==> config.mk <==
export PLATFORM = sky130hd
export DESIGN_NAME = sbus_frame_decoder
export DESIGN_NICKNAME = d
export VERILOG_FILES = /design/src/sbus_pkg.sv /design/src/sbus_frame_decoder.sv
export SDC_FILE = /design/constraint.sdc
export NUM_CORES = 1
export LEC_CHECK = 0
export BUFFER_PORTS_ARGS = -buffer_cell sky130_fd_sc_hd__buf_2
export CAP_MARGIN = 20
export CORE_UTILIZATION = 30
export CTS_CLUSTER_SIZE = 30
export DETAILED_ROUTE_END_ITERATION = 12
export MAX_ROUTING_LAYER = met4
export PLACE_DENSITY_LB_ADDON = 0.3
export SLEW_MARGIN = 40
export SYNTH_ARGS = -nofsm -noshare
export SYNTH_HDL_FRONTEND = slang
export SYNTH_SLANG_ARGS = --single-unit
==> constraint.sdc <==
create_clock -name clk -period 17.13 [get_ports clk]
set_input_delay 5.139 -clock clk [delete_from_list [all_inputs] [get_ports clk]]
set_output_delay 5.139 -clock clk [all_outputs]
set_load 0.02 [all_outputs]
==> src/sbus_pkg.sv <==
// ----------------------------------------------------------------------------
// sbus_pkg
// Shared constants and types for the SBUS frame decoder.
// ----------------------------------------------------------------------------
package sbus_pkg;

  localparam int FRAME_BYTES   = 25;
  localparam int DATA_BYTES    = FRAME_BYTES - 2;   // bytes 1 .. 23
  localparam int ANALOG_CH     = 16;
  localparam int CH_BITS       = 11;
  localparam int PACKED_BITS   = ANALOG_CH * CH_BITS;
  localparam int NUM_RESULTS   = ANALOG_CH + 2;
  localparam int COUNT_W       = 5;
  localparam int INDEX_W       = 5;
  localparam int CFG_INDEX_W   = 2;
  localparam int CFG_DATA_W    = 8;

  localparam logic [COUNT_W-1:0] LAST_COUNT = COUNT_W'(FRAME_BYTES - 1);
  localparam logic [COUNT_W-1:0] FLAG_COUNT = COUNT_W'(DATA_BYTES);

  localparam logic [INDEX_W-1:0] IDX_DIG0 = INDEX_W'(ANALOG_CH);
  localparam logic [INDEX_W-1:0] IDX_DIG1 = INDEX_W'(ANALOG_CH + 1);

  localparam int FLAG_DIG0_BIT = 0;
  localparam int FLAG_DIG1_BIT = 1;
  localparam int FLAG_LOST_BIT = 2;
  localparam int FLAG_FS_BIT   = 3;

  localparam logic [7:0] HEADER_RST      = 8'h0f;
  localparam logic [7:0] FOOTER_RST      = 8'h00;
  localparam logic [7:0] FOOTER_MASK_RST = 8'h0f;

  typedef enum logic [CFG_INDEX_W-1:0] {
    CFG_HEADER_VALUE = 2'd0,
    CFG_FOOTER_VALUE = 2'd1,
    CFG_FOOTER_MASK  = 2'd2
  } cfg_reg_t;

  typedef logic [7:0] byte_t;

endpackage

==> src/sbus_frame_decoder.sv <==
// ----------------------------------------------------------------------------
// sbus_frame_decoder
// Takes one received byte per transaction. Idle until the header byte shows
// up, then collects a 25-byte frame. On the final byte the footer is checked
// (exact match, or match after the footer mask). A good frame is latched into
// an output buffer and played out as 18 result transactions: analog channels
// 0..15, then digital channels 16 and 17, each tagged with the lost-frame and
// failsafe flags; the last one has last_of_frame set. Bad frames vanish.
// Input takes one byte per cycle. Results leave one per cycle from the output
// buffer while out_stall is low. The input side stalls only when a frame's
// final byte arrives while the previous burst is still being played out; with
// a full-rate byte stream and no output stall, the burst ends before the next
// frame's final byte, so the sustained rate is one byte per cycle.
// ----------------------------------------------------------------------------
module sbus_frame_decoder
  import sbus_pkg::*;
(
  input  logic                   clk,
  input  logic                   rst_n,

  input  logic                   cfg_we,
  input  logic [CFG_INDEX_W-1:0] cfg_index,
  input  logic [CFG_DATA_W-1:0]  cfg_data,

  input  logic                   in_valid,
  output logic                   in_stall,
  input  logic [7:0]             in_rx_byte,

  output logic                   out_valid,
  input  logic                   out_stall,
  output logic [INDEX_W-1:0]     out_channel_index,
  output logic [CH_BITS-1:0]     out_channel_value,
  output logic                   out_frame_lost,
  output logic                   out_failsafe_active,
  output logic                   out_last_of_frame
);

  byte_t header_r, footer_r, mask_r;

  logic               in_frame_r, in_frame_nxt;
  logic [COUNT_W-1:0] count_r, count_nxt;
  byte_t              data_r [DATA_BYTES];

  logic                   busy_r, busy_nxt;
  logic [INDEX_W-1:0]     idx_r, idx_nxt;
  logic [PACKED_BITS-1:0] packed_r;
  byte_t                  flags_r;

  logic in_acc, out_acc, frame_done, footer_ok, load;
  logic [PACKED_BITS-1:0] packed_nxt;
  logic [CH_BITS-1:0] ch [ANALOG_CH];

  assign in_stall   = busy_r && in_frame_r && (count_r == LAST_COUNT);
  assign in_acc     = in_valid && !in_stall;
  assign out_acc    = out_valid && !out_stall;
  assign frame_done = in_acc && in_frame_r && (count_r == LAST_COUNT);
  assign footer_ok  = (in_rx_byte == footer_r) || ((in_rx_byte & mask_r) == footer_r);
  assign load       = frame_done && footer_ok;

  always_ff @(posedge clk) begin
    if (!rst_n) begin
      header_r <= HEADER_RST;
      footer_r <= FOOTER_RST;
      mask_r   <= FOOTER_MASK_RST;
    end else if (cfg_we) begin
      case (cfg_index)
        CFG_HEADER_VALUE: header_r <= cfg_data;
        CFG_FOOTER_VALUE: footer_r <= cfg_data;
        CFG_FOOTER_MASK:  mask_r   <= cfg_data;
        default: ;
      endcase
    end
  end

  always_comb begin
    in_frame_nxt = in_frame_r;
    count_nxt    = count_r;
    if (in_acc) begin
      if (!in_frame_r) begin
        if (in_rx_byte == header_r) begin
          in_frame_nxt = 1'b1;
          count_nxt    = COUNT_W'(1);
        end
      end else if (count_r == LAST_COUNT) begin
        in_frame_nxt = 1'b0;
        count_nxt    = '0;
      end else begin
        count_nxt = count_r + COUNT_W'(1);
      end
    end
  end

  always_ff @(posedge clk) begin
    if (!rst_n) begin
      in_frame_r <= 1'b0;
      count_r    <= '0;
    end else begin
      in_frame_r <= in_frame_nxt;
      count_r    <= count_nxt;
    end
  end

  always_ff @(posedge clk) begin
    if (in_acc && in_frame_r && (count_r != LAST_COUNT)) begin
      data_r[count_r - COUNT_W'(1)] <= in_rx_byte;
    end
  end

  // channel bits are packed LSB first starting at byte 1
  always_comb begin
    for (int i = 0; i < ANALOG_CH * CH_BITS / 8; i++) begin
      packed_nxt[i*8 +: 8] = data_r[i];
    end
  end

  always_comb begin
    busy_nxt = busy_r;
    idx_nxt  = idx_r;
    if (load) begin
      busy_nxt = 1'b1;
      idx_nxt  = '0;
    end else if (out_acc) begin
      if (idx_r == IDX_DIG1) begin
        busy_nxt = 1'b0;
      end else begin
        idx_nxt = idx_r + INDEX_W'(1);
      end
    end
  end

  always_ff @(posedge clk) begin
    if (!rst_n) begin
      busy_r <= 1'b0;
      idx_r  <= '0;
    end else begin
      busy_r <= busy_nxt;
      idx_r  <= idx_nxt;
    end
  end

  always_ff @(posedge clk) begin
    if (load) begin
      packed_r <= packed_nxt;
      flags_r  <= data_r[FLAG_COUNT - COUNT_W'(1)];
    end
  end

  always_comb begin
    for (int k = 0; k < ANALOG_CH; k++) begin
      ch[k] = packed_r[k*CH_BITS +: CH_BITS];
    end
  end

  always_comb begin
    case (idx_r)
      IDX_DIG0: out_channel_value = CH_BITS'(flags_r[FLAG_DIG0_BIT]);
      IDX_DIG1: out_channel_value = CH_BITS'(flags_r[FLAG_DIG1_BIT]);
      default:  out_channel_value = ch[idx_r[$clog2(ANALOG_CH)-1:0]];
    endcase
  end

  assign out_valid           = busy_r;
  assign out_channel_index   = idx_r;
  assign out_frame_lost      = flags_r[FLAG_LOST_BIT];
  assign out_failsafe_active = flags_r[FLAG_FS_BIT];
  assign out_last_of_frame   = (idx_r == IDX_DIG1);

endmodule

; After elaboration in Yosys (flattened, before gate mapping)
; Memories as Yosys holds them, arrays and structs flattened. A register that Yosys moved wholly into a read port is not among the register bits.
; Index checks and enable logic that the tools add are counted.
; W data, S select, Z words.
[totals]
memories = 1
reg_bits = 36
ramBits = 184
output_inout_bits = 21
[classes]
bitwise_logic = 4
muxes = 15
n_eq_ne = 9
n_addsub = 3
n_lt_le_gt_ge = 1
reduce_logical = 22
[mem_list]
columns = name, depth, width, read_ports, rd_clocked_by_memory_dff, write_ports, line_no
row1 = data_r, 23, 8, 23, 23, 1, sbus_frame_decoder.sv:42  ; byte_t data_r [DATA_BYTES];
[ops]
columns = operator, count
row1 = $bmux W11 S4, 1
row2 = $eq A8 B8 Y1, 3
row3 = $mux W11, 2
row4 = $pmux W11 S2, 1
row5 = $eq A5 B5 Y1 const B, 3
row6 = $mux W5, 3
row7 = $reduce_and A2 Y1, 6
row8 = $add A5 B1 Y5 const B, 2
row9 = $and A8 B8 Y8, 1
row10 = $logic_and A1 B1 Y1, 8
row11 = $mux W1, 8
row12 = $reduce_bool A2 Y1, 3
row13 = $ge A5 B5 Y1 const B, 1
row14 = $ne A5 B5 Y1 const B, 1
row15 = $not A4 Y5, 1
row16 = $sub A5 B1 Y5 const B, 1
row17 = $eq A2 B1 Y1 const B, 1
row18 = $eq A2 B2 Y1 const B, 1
row19 = $logic_not A1 Y1, 2
row20 = $logic_not A2 Y1, 1
row21 = $not A1 Y1, 2
row22 = $reduce_or A2 Y1, 1
row23 = $logic_or A1 B1 Y1, 1

; Depth between registers and ports, before layout
; Gate-level depths: netlist (run 1).
[depth]
ltp_word = 9
ltp_mapped = 9
depth_no_buf = 7

; Worst setup path before layout (run 1)
; No wires, ideal clock.
[synth_path]
path_kind = input to register
start = input port in_rx_byte[5]
end = register busy_r (netlist: out_valid)
arrival_time_ns = 15.195
n_path_buf = 0
cell_stages = 5
setup_slack_ns = 1.836
required_time_ns = 17.031
setup_time_ns = 0.099
cell_sequence = a21o_1 a211oi_1 nand4_1 a21oi_1 o21a_1
[synth_rtl]
columns = item, line_no
row1 = "start, declared", sbus_frame_decoder.sv:27  ; input logic [7:0] in_rx_byte,
row2 = $and A8 B8 Y8, sbus_frame_decoder.sv:57  ; assign footer_ok = (in_rx_byte == footer_r) || ((in_rx_byte & mask_r) == footer_r);
row3 = $eq A8 B8 Y1, sbus_frame_decoder.sv:57
row4 = $logic_or A1 B1 Y1 *, sbus_frame_decoder.sv:57
row5 = $logic_and A1 B1 Y1 *, sbus_frame_decoder.sv:58  ; assign load = frame_done && footer_ok;
row6 = $mux W1 *, sbus_frame_decoder.sv:119  ; if (load) begin
row7 = net busy_nxt, sbus_frame_decoder.sv:44  ; logic busy_r, busy_nxt;
row8 = "end signal, assigned", sbus_frame_decoder.sv:136  ; busy_r <= busy_nxt;
row9 = "end, declared", sbus_frame_decoder.sv:44
; The timed path passes the listed nets; every way through them passes the cells marked *.
; A chain may end at the register's enable or synchronous reset.

; Worst setup path after layout (run 1)
[layout_path]
start = register idx_r[0] (netlist: out_channel_index[0])
end = output port out_channel_value[0]
[layout_via]
elab_chain_len = 5
[layout_lines]
columns = item, line_no
row1 = "start, declared", sbus_frame_decoder.sv:45  ; logic [INDEX_W-1:0] idx_r, idx_nxt;
row2 = "start signal, assigned", sbus_frame_decoder.sv:137  ; idx_r <= idx_nxt;
row3 = $not A4 Y5 (implied by the code), sbus_frame_decoder.sv:158  ; default: out_channel_value = ch[idx_r[$clog2(ANALOG_CH)-1:0]];
row4 = $bmux W11 S4, sbus_frame_decoder.sv:158
row5 = $mux W11 (implied by the code) (2 in series), sbus_frame_decoder.sv:158
row6 = $pmux W11 S2 *, sbus_frame_decoder.sv:155  ; case (idx_r)
row7 = "end, declared", sbus_frame_decoder.sv:32  ; output logic [CH_BITS-1:0] out_channel_value,
; Mark *: on every way between the ends. The rest lies on a longest branch, timed or not. The select of a mux whose other input is x is not followed.

==> metrics.md, run 1 <==
| Metric | Value |
|---|---|
| Clk root buf | clkbuf_16 |
| Floorplan row count | a little under 80 |
| Power Dens Cells | roughly 120 nW/um^2 |
| Critical Path Start Type | register |
| Crit. Startpoint | out_channel_index[0] |
| Top cells by count, synth | edfxtp_1, mux4_2, nor2_1, dfxtp_1, nand2_1 |
| VDD IR max | ~69 uV |
| EDFF count, synth | 360 |
| GRT overflow | 0 |
| Max_cap viols | 0 |
| Xor/xnor share of the synthesized area | under 10% |
| Final max-slew violation count | 0 |
| Setup Fix Bufs, Post-CTS | 0 |
| CP endpoint kind | output pin |
| End-of-flow core utilization | between 30 and 40% |
| Count leader, synth | edfxtp_1 |
| Arrival time worst endpoint | roughly 3.1 ns |
| TritonRoute pass-1 iters | 8 |
| Port Buffer Count | 43 |
| Cts bufs inserted | 40 |
| Mapped Nets | about 740 |
| Largest net degree at the start of global routing | 85 |
| Crit share post-route | around half |
| Placed inst area | ~15,000 sq um |
| Sink Count | approximately 400 |
| Cells after Synth | slightly above 700 |
| Compound-cell area share of the yosys netlist | between 1.5 and 2% |
| Residual DRC | 2 |
| Register area share after synthesis | approximately 80% |
| GRT Overall Usage | roughly 13% |
| Via count | 6,545 |
| Slew at the pin with the worst max-slew slack | 0.777 ns |
| # diodes | 0 |
| Clock transition at path regs | about 0.060 ns |
| Failing checks | design-rule violations |
| Cell taking the most area after synthesis | edfxtp_1 |
| Simple logic cell fraction of the synthesized area | between 4 and 5% |
| Mux cell area share after synthesis | 10.5% |
| Antenna-violating nets left | 0 |
| Antenna violations before repair | 1 |
| First-pass GRT wire length | 45,200 um |
| Layout Skew | between 0.015 and 0.02 ns |
| Hold Fails Final Rpt | 0 |
| Reg-to-reg startpoint | count_r[0] |
| Via-to-Cell Ratio | between 4 and 5 |
| Die area | ~49,000 sq um |
| YS warnings | 0 |
| Final setup viols | 0 |
| Min-delay src | data_r[12][2] |
| Ys async rst share | 0% |
| Hold Path Class | register to register |
| Tmin final | about 8.2 ns |
| Final-stage net count | 812 |
| Combinational family with the most area after synthesis | multiplexers |
| Top-area cell type share of the netlist area | roughly three quarters |
| CP max FO | 45 |
| Leakage power figure | about 5.3 nW |
| Post-synth cell types | 46 |
| Routed wire length | roughly 30,000 um |
| Fmax achieved | 0.121 GHz |
| Final Wtd Congestion | roughly 0.75 |
| Core area | around 47,000 sq um |
| Share of layout cells above drive strength 1 | between 20 and 25% |
| TritonCTS clock tree | done |
| Initial Utilization | between 30% and 40% |
| CTS resizes | 0 |
| Top Usage Layer GRT | met2 |
| Avg Cell Area, Syn | 20.4 sq um |
| Synth Register Bits | just under 400 |
| Synth area leaders | edfxtp_1, mux4_2, dfxtp_1 |
| Post-Synthesis Cell Area | between 10,000 and 15,000 sq um |
| Setup CP Type | register to output pin |
| Post-DP HPWL | 17,400 um |
| Final TNS setup | 0 ns |
| Clock Latency Late Sink | ~0.54 ns |
| Initial DRC Count | 526 |
| Worst EP required | roughly 12 ns |
| GR Util met3 | ~2.4% |
| Outcome | finished with violations |
| Die X | 221 um |
| Mean routed wirelength per cell | approximately 21 um |
| Htree depth | 2 |
| Max_slew headroom | 48.1% |
| Main synth FF type | edfxtp_1 |
| Vias in the first global route | 6,833 |
| Global Route met2 Usage | about a fifth |
| Cts hold-fix bufs | 0 |
| Final Instance Area | approximately 17,000 sq um |
| # fillers | roughly 4,300 |
| Synth Area in Adders | less than 1% |
| Die Ht | 221 um |
| Top-Level Pins | 44 |
| Max Root-Sink Buffers | 3 |
| P&R area growth vs syn | 17.0% |
| Unrepaired setup endpoints after global routing | false |
| Global-route met1 utilization | between 10% and 20% |
## where the power goes
group	total, W	internal [W]	switching [W]
combinational	0.0000282	0.00000888	0.0000193
sequential	0.00105	0.00105	0.00000199
clock	0.000892	0.000535	0.000358
total	0.00197	0.00159	0.000379
## metal layers
layer | vias up | routed length (um)
met5 | - | 0
met4 | 0 | 552
met2 | 155 | 14100
li1 | 2946 | -
met1 | 3403 | 13900
met3 | 41 | 1710
## cells in the final DEF (no fill, tap or decap), types with 3 or more instances in the layout
master,synthesis,routed
xnor2_1,8,8
mux4_2,55,55
o21ai_0,6,6
nand3_1,8,8
nor2_2,0,20
dfxtp_1,36,33
clkbuf_16,0,42
a21oi_1,5,4
buf_6,1,3
mux2i_1,27,27
clkinvlp_4,0,3
nor2b_1,29,29
clkbuf_1,15,9
xor2_1,14,14
nand2_1,33,33
edfxtp_1,360,360
buf_4,4,12
buf_2,3,43
a21boi_0,4,4
clkinv_2,0,5
a32oi_1,3,3
ha_1,7,7
clkinv_1,0,6
nand3b_1,3,3
bufinv_16,0,5
nor3b_1,3,3
nor2_1,37,17
and3_1,4,4
and3b_1,3,3
inv_1,8,8
## critical path, cell delays in order, from the launching register on
cell,delay (ns)
dfxtp_4,0.37
buf_6,0.55
ha_1,0.31
nor2_1,0.07
nor4b_2,0.20
buf_4,0.27
o21ai_0,0.12
mux4_2,0.49
buf_2,0.19
## logic make-up (layout without fill, tap and decap cells)
| group | count (synthesis) | in the layout |
|---|---|---|
| XOR/XNOR | 22 | 22 |
| flip-flops | 396 | 396 |
| buffers and inverters | 33 | 142 |
| AO/OA/AOI/OAI | 35 | 35 |
| AND/OR/NAND/NOR | 130 | 130 |
| adder cells (fa/ha/maj) | 7 | 7 |
| multiplexers | 82 | 82 |
## cell type report
class,instances,area (sq um),share of cell area (%)
Multi-Input combinational cell,276,2760,16.4
Timing Repair Buffer,60,374,2.22
Clock buffer,53,1110,6.61
Sequential cell,396,11500,68.6
Clock inverter,21,245,1.46
Tap cell,607,759,4.52
Inverter,8,30.0,0.179
## final timing paths
path / endpoint / slack [ns] / cells past startpoint
setup / recovery: out_channel_value[0] / 8.88 / 8
hold / removal: packed_r[98] / 0.41 / 0
setup reg to reg: packed_r[19] / 13.45 / 7
hold reg to reg: packed_r[98] / 0.41 / 0
## through the flow
stage | worst slack, ns | instances | power (W) | hold slack (ns)
floorplan | 1.84 | 705 | 0.00108 | 0.400
global placement | 7.63 | 1345 | 0.00110 | 0.400
detailed placement | 8.05 | 1345 | 0.00110 | 0.405
CTS | 8.64 | 1419 | 0.00199 | 0.415
global route | 8.58 | 1421 | 0.00203 | 0.420
finish | 8.88 | 1421 | 0.00197 | 0.411
## flip-flops by register name (all words and copies together), names as in the netlist
signal               flops
out_valid                1
mask_r                   8
out_frame_lost           1
count_r                  5
flags_r                  2
header_r                 8
in_frame_r               1
out_channel_index        5
data_r                 180
packed_r               176
footer_r                 8
out_failsafe_active      1
Power figures use the tool's default switching activity.
==> run 2, diff against run 1 <==
==> constraint.sdc (replaced) <==
create_clock -name clk -period 7.8 [get_ports clk]
set_input_delay 2.34 -clock clk [delete_from_list [all_inputs] [get_ports clk]]
set_output_delay 2.34 -clock clk [all_outputs]
set_load 0.02 [all_outputs]
==> run 2 against run 1 <==
Compared with the run above:
- the flow still finishes with violations (design-rule violations)
- critical path depth decreased by 3
- sequential share of layout area increased by 0.42 points
- sequential power increased by 120%
- count of clock-buffer cells in the layout decreased by 9
- total power increased by 110%
- largest power group unchanged
- sequential cell count unchanged
- clock skew increased by 0.011 ns
- die area unchanged
- cell area decreased by 0.59%
- cell count decreased by 0.35%
==> metrics.md, run 2 (synthesis gave the netlist of run 1 again) <==
| Metric | Value |
|---|---|
| Cts bufs inserted | 40 |
| Hold Fails Final Rpt | 0 |
| Largest net degree at the start of global routing | 75 |
| Hold Path Class | register to register |
| Antenna violations before repair | 0 |
| Htree depth | 2 |
| Worst EP required | roughly 5.5 ns |
| Clk root buf | clkbuf_16 |
| Crit share post-route | between 70% and 80% |
| Port Buffer Count | 43 |
| Reg-to-reg startpoint | count_r[0] |
| Max_slew headroom | approximately 46% |
| Mean routed wirelength per cell | 22.8 um |
| Biggest register | data_r |
| Hold depth | 0 |
| Final setup margin | between 2 and 2.5 ns |
| Outcome | finished with violations |
| Routed wire length | 32,200 um |
| Overall power | ~0.0042 W |
| Floorplan row count | 79 |
| Residual DRC | 2 |
| Hold Path End | packed_r[22] |
| Sink Count | about 400 |
| Setup Fix Bufs, Post-CTS | 0 |
| Via-to-Cell Ratio | between 4 and 5 |
| Tmin final | approximately 5.6 ns |
| TritonCTS clock tree | done |
| Max Root-Sink Buffers | 3 |
| Cell family with most CP delay | multiplexers |
| Arrival time worst endpoint | 3.29 ns |
| Layout Skew | between 0.02 and 0.03 ns |
| R2r worst-path depth | 8 |
| Crit. Startpoint | out_channel_index[0] |
| Min-delay src | data_r[2][6] |
| Core area | approximately 47,000 sq um |
| Cell repeated most along the worst path | mux4_2 |
| Antenna-violating nets left | 0 |
| Max_cap viols | 0 |
| Die Ht | roughly 220 um |
| Pre-CTS setup slack | around 2.5 ns |
| Die X | roughly 220 um |
| TritonRoute pass-1 iters | 8 |
| Vias in the first global route | slightly below 7,000 |
| CTS resizes | 0 |
| Cts hold-fix bufs | 0 |
| Via count | 6,653 |
| Most common cell after layout, fill and taps aside | edfxtp_1 |
| Top-Level Pins | 44 |
| Clock transition at path regs | about 0.06 ns |
| Clock Latency Late Sink | about 0.55 ns |
| First-pass GRT wire length | 47,200 um |
| P&R area growth vs syn | 16.3% |
| Critical path, cell by cell | buf_4, mux4_2, mux4_2, nor2b_1, buf_2 |
| CP max FO | 27 |
| Final setup viols | 0 |
| Fmax achieved | roughly 0.18 GHz |
| GRT overflow | 0 |
| Initial DRC Count | between 500 and 600 |
| Power Dens Cells | about 250 nW/um^2 |
| Share of layout cells above drive strength 1 | a little under a quarter |
| Worst reg2reg endpoint | packed_r[85] |
| Slew at the pin with the worst max-slew slack | approximately 0.8 ns |
| Setup CP Type | register to output pin |
| # fillers | ~4,300 |
| Largest regs | data_r (180), packed_r (176) |
| Post-DP HPWL | roughly 19,000 um |
| Unrepaired setup endpoints after global routing | false |
| Largest stage delay, worst path | 0.74 ns |
| Leakage power figure | 5.28 nW |
| CP endpoint kind | output pin |
| Final Wtd Congestion | ~0.76 |
| Failing checks | design-rule violations |
| Initial Utilization | 30.6% |
| Crit path buffers/inverters | 2 |
| Critical-path top delay cell | dfxtp_4 |
| Die area | 48,800 sq um |
| Critical Path Start Type | register |
| Largest register FFs | 180 |
| Final TNS setup | 0 ns |
| GRT Overall Usage | approximately 14% |
| VDD IR max | 142 uV |
| Final max-slew violation count | 0 |
| R2R Setup Slk | about 4.7 ns |
| # diodes | 0 |
| Final-stage net count | 808 |
| Leading cell types in the layout, fill and taps excluded | edfxtp_1, mux4_2, buf_2, clkbuf_16 |
run 2: where the power goes:
group          internal, W  switching (W)
sequential         0.00230     0.00000360
combinational    0.0000192      0.0000461
clock              0.00105       0.000796
total              0.00336       0.000846
run 2: area by class of cell:
type	instances	area (sq um)	share of cell area (%)
clock buffers	44	1020	6.08
clock inverters	29	244	1.46
inverters	8	30.0	0.180
multi-input cells	276	2770	16.5
flip-flops and latches	396	11500	69.0
well taps	607	759	4.54
repair buffers	56	365	2.19
run 2: stage by stage:
stage | utilization (%) | instances | hold WS, ns | cell area (sq um)
final | 35.6 | 1416 | 0.397 | 16700
after global placement | 32.7 | 1341 | 0.400 | 15300
after floorplan | - | 705 | 0.400 | 14400
after global routing | 35.6 | 1416 | 0.397 | 16700
after detailed placement | 32.9 | 1343 | 0.405 | 15500
after CTS | 35.6 | 1416 | 0.394 | 16700
run 2: routing by layer:
layer  track usage [%]  vias to the layer above  routed length [um]
li1                  -                     2945                   -
met1              19.0                     3473               14800
met2              20.7                      189               15000
met3              3.04                       46                2000
met4              3.18                        0                 485
met5                 -                        -                   0
run 2: worst register-to-register path: stages, from the launching register on:
cell	delay, ns
dfxtp_1	0.37
inv_1	0.14
ha_1	0.31
nand4b_1	0.24
or3_1	0.47
a21oi_4	0.16
buf_12	0.26
buf_16	0.36
buf_16	0.38
run 2: worst max path at each step:
stage	end	slack [ns]	cells after the start
after detailed placement	packed_r[8]	2.54	8
after floorplan	flags_r[0]	1.40	4
final	out_channel_value[3]	2.17	5
after global placement	out_channel_value[3]	2.66	5
after global routing	out_channel_value[3]	1.96	5
after CTS	out_channel_value[3]	2.06	5
